$ cat src/hw/rtl/trh_pkg.sv
// Shared types, codes and sizes for the TFTP receive handler.
`default_nettype none

package trh_pkg;

	// TFTP opcodes seen by the handler
	localparam logic [15:0] OP_DATA  = 16'd3;
	localparam logic [15:0] OP_ACK   = 16'd4;
	localparam logic [15:0] OP_ERROR = 16'd5;

	localparam logic [15:0] FIRST_DATA_BLOCK = 16'd1;
	localparam logic [15:0] FIRST_ACK_BLOCK  = 16'd0;
	localparam logic [15:0] WELL_KNOWN_PORT_RST = 16'd69;

	// configuration port
	localparam int CFG_IDX_W  = 1;
	localparam int CFG_DATA_W = 16;

	typedef enum logic [CFG_IDX_W-1:0] {
		CFG_WRITE_MODE      = 1'b0,
		CFG_WELL_KNOWN_PORT = 1'b1
	} cfg_reg_t;

	typedef enum logic {
		KIND_START  = 1'b0,
		KIND_PACKET = 1'b1
	} item_kind_t;

	typedef enum logic [1:0] {
		ACT_DROP    = 2'd0,
		ACT_ACCEPT  = 2'd1,
		ACT_REACK   = 2'd2,
		ACT_TID_ERR = 2'd3
	} action_t;

	// command classes handed from the front to the back
	typedef enum logic [2:0] {
		CMD_START,
		CMD_DATA,
		CMD_ACK,
		CMD_ERROR,
		CMD_IGNORE
	} cmd_kind_t;

	typedef struct packed {
		logic        kind;
		logic [15:0] opcode;
		logic [15:0] block_number;
		logic [15:0] source_port;
		logic [9:0]  payload_length;
	} in_item_t;

	typedef struct packed {
		action_t     action;
		logic [15:0] ack_block;
		logic [15:0] error_port;
		logic [15:0] next_expected;
		logic        connection_open;
		logic        error_seen;
		logic [31:0] bytes_received;
	} result_t;

	typedef struct packed {
		cmd_kind_t   kind;
		logic [15:0] block;
		logic [15:0] port;
		logic [9:0]  length;
	} cmd_t;

	// queue sizes (powers of two: pointers wrap naturally)
	localparam int CMD_DEPTH = 4;
	localparam int CMD_PTR_W = $clog2(CMD_DEPTH);
	localparam int CMD_CNT_W = $clog2(CMD_DEPTH + 1);

	localparam int RES_DEPTH = 2;
	localparam int RES_PTR_W = $clog2(RES_DEPTH);
	localparam int RES_CNT_W = $clog2(RES_DEPTH + 1);

endpackage

`default_nettype wire

$ cat src/hw/rtl/trh_front.sv
// Front end: classifies incoming items and queues them as commands.
`default_nettype none

module trh_front (
	input  wire               clk,
	input  wire               arst_n,
	input  wire               push,
	input  trh_pkg::in_item_t item,
	output logic              full,
	output logic              cmd_valid,
	input  wire               cmd_ready,
	output trh_pkg::cmd_t     cmd
);

	trh_pkg::cmd_t                    cmd_mem [trh_pkg::CMD_DEPTH];
	logic [trh_pkg::CMD_PTR_W-1:0]    wr_ptr_q;
	logic [trh_pkg::CMD_PTR_W-1:0]    rd_ptr_q;
	logic [trh_pkg::CMD_CNT_W-1:0]    count_q;
	trh_pkg::cmd_t                    new_cmd;
	logic                             do_push;
	logic                             do_pop;

	always_comb begin
		new_cmd.block  = item.block_number;
		new_cmd.port   = item.source_port;
		new_cmd.length = item.payload_length;
		if (item.kind == trh_pkg::KIND_START) begin
			new_cmd.kind = trh_pkg::CMD_START;
		end else begin
			unique case (item.opcode)
				trh_pkg::OP_DATA:  new_cmd.kind = trh_pkg::CMD_DATA;
				trh_pkg::OP_ACK:   new_cmd.kind = trh_pkg::CMD_ACK;
				trh_pkg::OP_ERROR: new_cmd.kind = trh_pkg::CMD_ERROR;
				default:           new_cmd.kind = trh_pkg::CMD_IGNORE;
			endcase
		end
	end

	assign full      = (count_q == trh_pkg::CMD_CNT_W'(trh_pkg::CMD_DEPTH));
	assign cmd_valid = (count_q != '0);
	assign cmd       = cmd_mem[rd_ptr_q];
	assign do_push   = push && !full;
	assign do_pop    = cmd_valid && cmd_ready;

	always_ff @(posedge clk) begin
		if (do_push) begin
			cmd_mem[wr_ptr_q] <= new_cmd;
		end
	end

	always_ff @(posedge clk or negedge arst_n) begin
		if (!arst_n) begin
			wr_ptr_q <= '0;
			rd_ptr_q <= '0;
			count_q  <= '0;
		end else begin
			if (do_push) begin
				wr_ptr_q <= wr_ptr_q + 1'b1;
			end
			if (do_pop) begin
				rd_ptr_q <= rd_ptr_q + 1'b1;
			end
			if (do_push && !do_pop) begin
				count_q <= count_q + 1'b1;
			end else if (do_pop && !do_push) begin
				count_q <= count_q - 1'b1;
			end
		end
	end

endmodule

`default_nettype wire

$ cat src/hw/rtl/trh_back.sv
// Back end: session state, per-command checks and the result queue.
`default_nettype none

module trh_back (
	input  wire                                clk,
	input  wire                                arst_n,
	input  wire                                cfg_wr_en,
	input  wire [trh_pkg::CFG_IDX_W-1:0]       cfg_index,
	input  wire [trh_pkg::CFG_DATA_W-1:0]      cfg_data,
	input  wire                                cmd_valid,
	output logic                               cmd_ready,
	input  trh_pkg::cmd_t                      cmd,
	output logic                               empty,
	input  wire                                pop,
	output trh_pkg::result_t                   result
);

	logic        write_mode_q;
	logic [15:0] well_known_port_q;

	logic [15:0] expected_q;
	logic [15:0] server_port_q;
	logic        open_q;
	logic        error_q;
	logic [31:0] byte_count_q;

	logic [15:0] expected_d;
	logic [15:0] server_port_d;
	logic        open_d;
	logic        error_d;
	logic [31:0] byte_count_d;
	trh_pkg::result_t res_d;

	logic        in_order;
	logic        first_blk;
	logic [15:0] first_value;

	trh_pkg::result_t              res_mem [trh_pkg::RES_DEPTH];
	logic [trh_pkg::RES_PTR_W-1:0] wr_ptr_q;
	logic [trh_pkg::RES_PTR_W-1:0] rd_ptr_q;
	logic [trh_pkg::RES_CNT_W-1:0] count_q;
	logic                          step;
	logic                          do_pop;

	always_ff @(posedge clk or negedge arst_n) begin
		if (!arst_n) begin
			write_mode_q      <= 1'b0;
			well_known_port_q <= trh_pkg::WELL_KNOWN_PORT_RST;
		end else if (cfg_wr_en) begin
			unique case (cfg_index)
				trh_pkg::CFG_WRITE_MODE:      write_mode_q      <= cfg_data[0];
				trh_pkg::CFG_WELL_KNOWN_PORT: well_known_port_q <= cfg_data;
				default: ;
			endcase
		end
	end

	assign cmd_ready = (count_q != trh_pkg::RES_CNT_W'(trh_pkg::RES_DEPTH));
	assign step      = cmd_valid && cmd_ready;

	assign in_order    = (cmd.block == expected_q);
	assign first_value = (cmd.kind == trh_pkg::CMD_DATA) ? trh_pkg::FIRST_DATA_BLOCK
	                                                     : trh_pkg::FIRST_ACK_BLOCK;
	assign first_blk   = (cmd.block == first_value);

	always_comb begin
		expected_d    = expected_q;
		server_port_d = server_port_q;
		open_d        = open_q;
		error_d       = error_q;
		byte_count_d  = byte_count_q;
		res_d.action     = trh_pkg::ACT_DROP;
		res_d.ack_block  = '0;
		res_d.error_port = '0;
		case (cmd.kind)
			trh_pkg::CMD_START: begin
				expected_d    = write_mode_q ? trh_pkg::FIRST_ACK_BLOCK
				                             : trh_pkg::FIRST_DATA_BLOCK;
				server_port_d = well_known_port_q;
				open_d        = 1'b0;
				error_d       = 1'b0;
				byte_count_d  = '0;
			end
			trh_pkg::CMD_DATA, trh_pkg::CMD_ACK: begin
				if (in_order) begin
					if (!first_blk && server_port_q != cmd.port) begin
						// reply from a stranger: refuse, leave the session alone
						res_d.action     = trh_pkg::ACT_TID_ERR;
						res_d.error_port = cmd.port;
					end else begin
						res_d.action = trh_pkg::ACT_ACCEPT;
						expected_d   = expected_q + 16'd1;
						if (first_blk) begin
							server_port_d = cmd.port;
							open_d        = 1'b1;
						end
						if (cmd.kind == trh_pkg::CMD_DATA) begin
							byte_count_d = byte_count_q + {22'd0, cmd.length};
						end
					end
				end else if (cmd.kind == trh_pkg::CMD_DATA && cmd.block < expected_q) begin
					res_d.action    = trh_pkg::ACT_REACK;
					res_d.ack_block = cmd.block;
				end
			end
			trh_pkg::CMD_ERROR: begin
				error_d = 1'b1;
			end
			default: ;
		endcase
		res_d.next_expected   = expected_d;
		res_d.connection_open = open_d;
		res_d.error_seen      = error_d;
		res_d.bytes_received  = byte_count_d;
	end

	always_ff @(posedge clk or negedge arst_n) begin
		if (!arst_n) begin
			expected_q    <= trh_pkg::FIRST_DATA_BLOCK;
			server_port_q <= trh_pkg::WELL_KNOWN_PORT_RST;
			open_q        <= 1'b0;
			error_q       <= 1'b0;
			byte_count_q  <= '0;
		end else if (step) begin
			expected_q    <= expected_d;
			server_port_q <= server_port_d;
			open_q        <= open_d;
			error_q       <= error_d;
			byte_count_q  <= byte_count_d;
		end
	end

	// result queue
	assign empty  = (count_q == '0);
	assign result = res_mem[rd_ptr_q];
	assign do_pop = pop && !empty;

	always_ff @(posedge clk) begin
		if (step) begin
			res_mem[wr_ptr_q] <= res_d;
		end
	end

	always_ff @(posedge clk or negedge arst_n) begin
		if (!arst_n) begin
			wr_ptr_q <= '0;
			rd_ptr_q <= '0;
			count_q  <= '0;
		end else begin
			if (step) begin
				wr_ptr_q <= wr_ptr_q + 1'b1;
			end
			if (do_pop) begin
				rd_ptr_q <= rd_ptr_q + 1'b1;
			end
			if (step && !do_pop) begin
				count_q <= count_q + 1'b1;
			end else if (do_pop && !step) begin
				count_q <= count_q - 1'b1;
			end
		end
	end

endmodule

`default_nettype wire

$ cat src/hw/rtl/tftp_receive_handler.sv
// TFTP client receive handler: top level joining the front and back ends.
// One result per item, one item per cycle sustained while results are popped.
// An item pushed with nothing queued ahead of it is written into the front's
// command queue, checked against the session state as the back takes it and
// written into the result queue, where it shows (empty low). The front holds
// up to 4 classified commands and the back up to 2 finished results, so full
// rises only when results are not popped. A configuration write lands at the
// edge where cfg_wr_en is high; write only while no item is in flight.
`default_nettype none

module tftp_receive_handler (
	input  wire                           clk,
	input  wire                           arst_n,
	input  wire                           cfg_wr_en,
	input  wire [trh_pkg::CFG_IDX_W-1:0]  cfg_index,
	input  wire [trh_pkg::CFG_DATA_W-1:0] cfg_data,
	input  wire                           push,
	input  trh_pkg::in_item_t             item,
	output logic                          full,
	output logic                          empty,
	input  wire                           pop,
	output trh_pkg::result_t              result
);

	logic          cmd_valid;
	logic          cmd_ready;
	trh_pkg::cmd_t cmd;

	trh_front u_front (
		.clk       (clk),
		.arst_n    (arst_n),
		.push      (push),
		.item      (item),
		.full      (full),
		.cmd_valid (cmd_valid),
		.cmd_ready (cmd_ready),
		.cmd       (cmd)
	);

	trh_back u_back (
		.clk       (clk),
		.arst_n    (arst_n),
		.cfg_wr_en (cfg_wr_en),
		.cfg_index (cfg_index),
		.cfg_data  (cfg_data),
		.cmd_valid (cmd_valid),
		.cmd_ready (cmd_ready),
		.cmd       (cmd),
		.empty     (empty),
		.pop       (pop),
		.result    (result)
	);

endmodule

`default_nettype wire

$ cat config.mk
export PLATFORM = sky130hd
export DESIGN_NAME = tftp_receive_handler
export DESIGN_NICKNAME = d
export VERILOG_FILES = /design/src/hw/rtl/trh_pkg.sv /design/src/hw/rtl/trh_front.sv /design/src/hw/rtl/trh_back.sv /design/src/hw/rtl/tftp_receive_handler.sv
export SDC_FILE = /design/constraint.sdc
export NUM_CORES = 1
export LEC_CHECK = 0
export BUFFER_PORTS_ARGS = -buffer_cell sky130_fd_sc_hd__buf_2
export CAP_MARGIN = 20
export CORE_MARGIN = 4
export CORE_UTILIZATION = 33
export DETAILED_ROUTE_END_ITERATION = 10
export GPL_TIMING_DRIVEN = 0
export SLEW_MARGIN = 20
export SYNTH_ARGS = -nofsm -noshare
export SYNTH_HDL_FRONTEND = slang
export SYNTH_HIERARCHICAL = 1
export SYNTH_SLANG_ARGS = --single-unit
$ cat constraint.sdc
create_clock -name clk -period 6.9 [get_ports clk]
set_input_delay 0.69 -clock clk [delete_from_list [all_inputs] [get_ports clk]]
set_output_delay 0.69 -clock clk [all_outputs]
set_load 0.005 [all_outputs]
==> flow_summary.json <==
{
  "dr.pass1.iters": 5,
  "setup_slack_ps": 2350,
  "cts_tree": "yes",
  "grt_pass1_wl_mm": 71.0,
  "grt_pass1_vias": 11900,
  "grt-busiest-layer": "met2",
  "num_vias": 11600,
  "finalCritPeriodShare": 0.659,
  "area_growth_pct": 16.9,
  "period_needed_ps": 4550,
  "avgSynthCellArea_sq_um": 15.0,
  "crit_type": "flip-flop to flip-flop",
  "dp_hpwl_mm": 32.8,
  "clk_latency_ps": 580,
  "synthTopCellsByArea": "edfxtp_1 (54%), dfrtp_1 (11%), mux2_2 (6.0%)",
  "drt_wl_total_mm": 46.4,
  "power.density_nw_per_um2": 453,
  "layout.nets": 1634,
  "drc": 0,
  "peakVddDrop_uv": 229,
  "h-tree-depth": 2,
  "drt-vias-per-instance": 5.01,
  "synth_area_leader_cell": "edfxtp_1",
  "gp_congestion": 0.892,
  "clockBufferDepth": 3,
  "synth_cells": 1299,
  "rsz0062_at_grt": "no",
  "ys_ff_latch": 442,
  "async_flop_share": 0.213,
  "finalSetupViolations": 0,
  "met3_usage": 0.0276,
  "final_common_cell": "edfxtp_1",
  "dpl_cell_area_sq_um": 21400,
  "numCtsBuffers": 44,
  "p_leak_nw": 8.46,
  "max_freq_mhz": 220,
  "ys_seq_area_frac": 0.659,
  "p_comb_frac": 0.389,
  "io_pins": 167,
  "maxSlewViolCount": 0,
  "synth_edf_count": 348,
  "port_buffers": 166,
  "pwr-share-seq": 0.396,
  "initial_core_util": 0.335,
  "pre_cts_ws_ps": 2380,
  "min_path_type": "input pin to flip-flop",
  "avgRoutedWirePerCell_um": 20.0,
  "intPower_mw": 6.61,
  "cts_root_buf": "clkbuf_16",
  "core_sq_um": 58000,
  "yosys.area.top_type_share": 0.537,
  "crit_path_start_kind": "flip-flop",
  "die_w_um": 251,
  "end_kind": "flip-flop",
  "cap_violations": 0,
  "synth_warnings": 6,
  "drive_above_1_share": 0.274,
  "max_slew.worst_pin.slew_ps": 999,
  "grt_util_met2": 0.245,
  "clock-skew-final_ps": 18.6,
  "power_frac_clock": 0.216,
  "grtUsageMet1": 0.185,
  "die_area_sq_um": 62900,
  "postCtsResizedCells": 0,
  "die_y_um": 251,
  "maxSlewHeadroom": 0.334,
  "fill_cells": 5361,
  "finalHoldViolCount": 0,
  "clk_pin_slew_worst_paths_ps": 60,
  "cp_max_fo": 10,
  "grt_antenna_before_repair": 10,
  "antenna_left": 0,
  "grt_max_degree": 68,
  "drt_iter0_drc": 823,
  "cp_data_arrival_time_ps": 4830,
  "std_cell_rows": 88,
  "p_switching_mw": 3.67,
  "status": "finished, final reports clean",
  "syn-cell-area_sq_um": 19500,
  "grt-ovfl-total": 0,
  "final_cell_mix": "edfxtp_1 (348), buf_2 (173), mux2_2 (103)",
  "synth_ff_type": "edfxtp_1",
  "cts_sinks": 442,
  "final_area_sq_um": 22700,
  "switching_share": 0.357,
  "required_ps": 7180,
  "synthDistinctLibCells": 60,
  "globalRouteTotalUtil": 0.144,
  "synth_nets": 1415
}
## routing by layer
metal	wire, um	vias up
li1	-	5387
met2	22800	283
met3	2460	82
met4	1370	18
met1	19600	5830
met5	118	-
## logic make-up (layout without fill, tap and decap cells)
| group | after synthesis | in the layout | synth area share |
|---|---|---|---|
| simple gates | 316 | 316 | 0.0843 |
| fa+ha+maj | 35 | 35 | 0.0233 |
| other cells | 0 | 1 | 0 |
| xor+xnor | 70 | 70 | 0.0315 |
| buf+inv | 93 | 345 | 0.0225 |
| compound gates | 178 | 178 | 0.0593 |
| mux | 165 | 165 | 0.120 |
| flops | 442 | 442 | 0.659 |
## worst paths after layout
| path | depth (start not counted) | to | slack, ps | start |
|---|---|---|---|---|
| max in group asynchronous | 3 | u_back/expected_q[0] | 5620 | arst_n |
| min | 1 | u_front/cmd_mem[0][39] | 330 | item[39] |
| min reg2reg | 1 | u_front/count_q[2] | 480 | u_front/count_q[2] |
| max reg2reg | 12 | u_back/res_mem[1][2] | 2350 | u_front/rd_ptr_q[1] |
| max | 12 | u_back/res_mem[1][2] | 2350 | u_front/rd_ptr_q[1] |
| min in group asynchronous | 2 | u_back/server_port_q[8] | 580 | arst_n |
## cells in the mapped netlist (3+ instances only)
master and n:
a211oi_1 6, and3_1 16, or3_1 14, buf_1 6
nand3_1 32, a21oi_1 30, xnor2_1 26, buf_12 3
inv_1 29, or4_1 7, nand4_1 19, mux2i_1 17
mux4_2 45, xor2_1 44, dfrtp_1 87, clkbuf_1 42
o21a_1 4, a31oi_1 10, o21ai_1 3, o21ai_0 70
mux2_2 103, o311ai_0 6, a22o_1 3, dfstp_2 7
o211ai_1 5, edfxtp_1 348, buf_6 3, nor4_2 4
buf_2 8, nor4_1 6, nor2b_1 5, o31ai_1 11
ha_1 33, and4_1 7, nand2b_1 5, nor3_1 7
nor2_1 56, a221o_1 4, a21o_1 13, nand2_1 90
and2_1 40
## repair_timing
action                    CTS  global route
hold endpoints to repair   21             0
buffers inserted            0             0
hold buffers                1             0
## final cells by class
type                    instances  area [sq um]  share of cell area
multi-input cells             764          6220               0.274
inverters                      29           109             0.00479
plain buffers                  64           329              0.0145
well taps                     765           957              0.0421
flip-flops and latches        442         12800               0.564
clock inverters                28           184             0.00809
diodes                          1          2.50            0.000110
repair buffers                173           975              0.0429
clock buffers                  51          1140              0.0500
## worst max-delay path, stage by stage (launching register included)
cell      delay (ps)
dfrtp_1          310
buf_2            250
buf_2            380
mux4_2           440
ha_1             330
nand4_1          130
or4_1            530
clkbuf_1         330
a211oi_1         750
nor2_1           180
clkbuf_1         320
nand2_1          140
o21ai_0          140
## metrics by stage
stage / utilization / instances / TNS (ps) / hold WS [ps] / power [mW]
6_report: 0.392 / 2317 / 0 / 328 / 10.3
3_3_place_gp: 0.366 / 2230 / -112920 / 465 / 8.11
5_1_grt: 0.392 / 2316 / 0 / 307 / 10.9
4_1_cts: 0.392 / 2316 / 0 / 293 / 10.4
2_1_floorplan: - / 1299 / 0 / 394 / 6.59
3_5_place_dp: 0.369 / 2236 / 0 / 469 / 8.18
## power groups by stage
| stage | Combinational [mW] | Sequential [mW] | Clock [mW] |
|---|---|---|---|
| final | 4.00 | 4.07 | 2.22 |
| after global routing | 4.35 | 4.14 | 2.39 |
| after CTS | 4.07 | 4.08 | 2.28 |
| after detailed placement | 4.05 | 4.13 | 0 |
| after global placement | 3.90 | 4.21 | 0 |
| after floorplan | 2.47 | 4.12 | 0 |
## sequential cells by signal (all words and copies together) (netlist names)
name	count
u_back/res_mem	168
u_back/open_q	1
u_front/cmd_mem	180
u_front/rd_ptr_q	2
u_back/wr_ptr_q	1
u_front/count_q	3
u_front/wr_ptr_q	2
u_back/error_q	1
u_back/count_q	2
u_back/byte_count_q	32
u_back/rd_ptr_q	1
u_back/server_port_q	16
u_back/expected_q	16
u_back/write_mode_q	1
u_back/well_known_port_q	16
No activity file was read; power rests on OpenSTA's default activity.
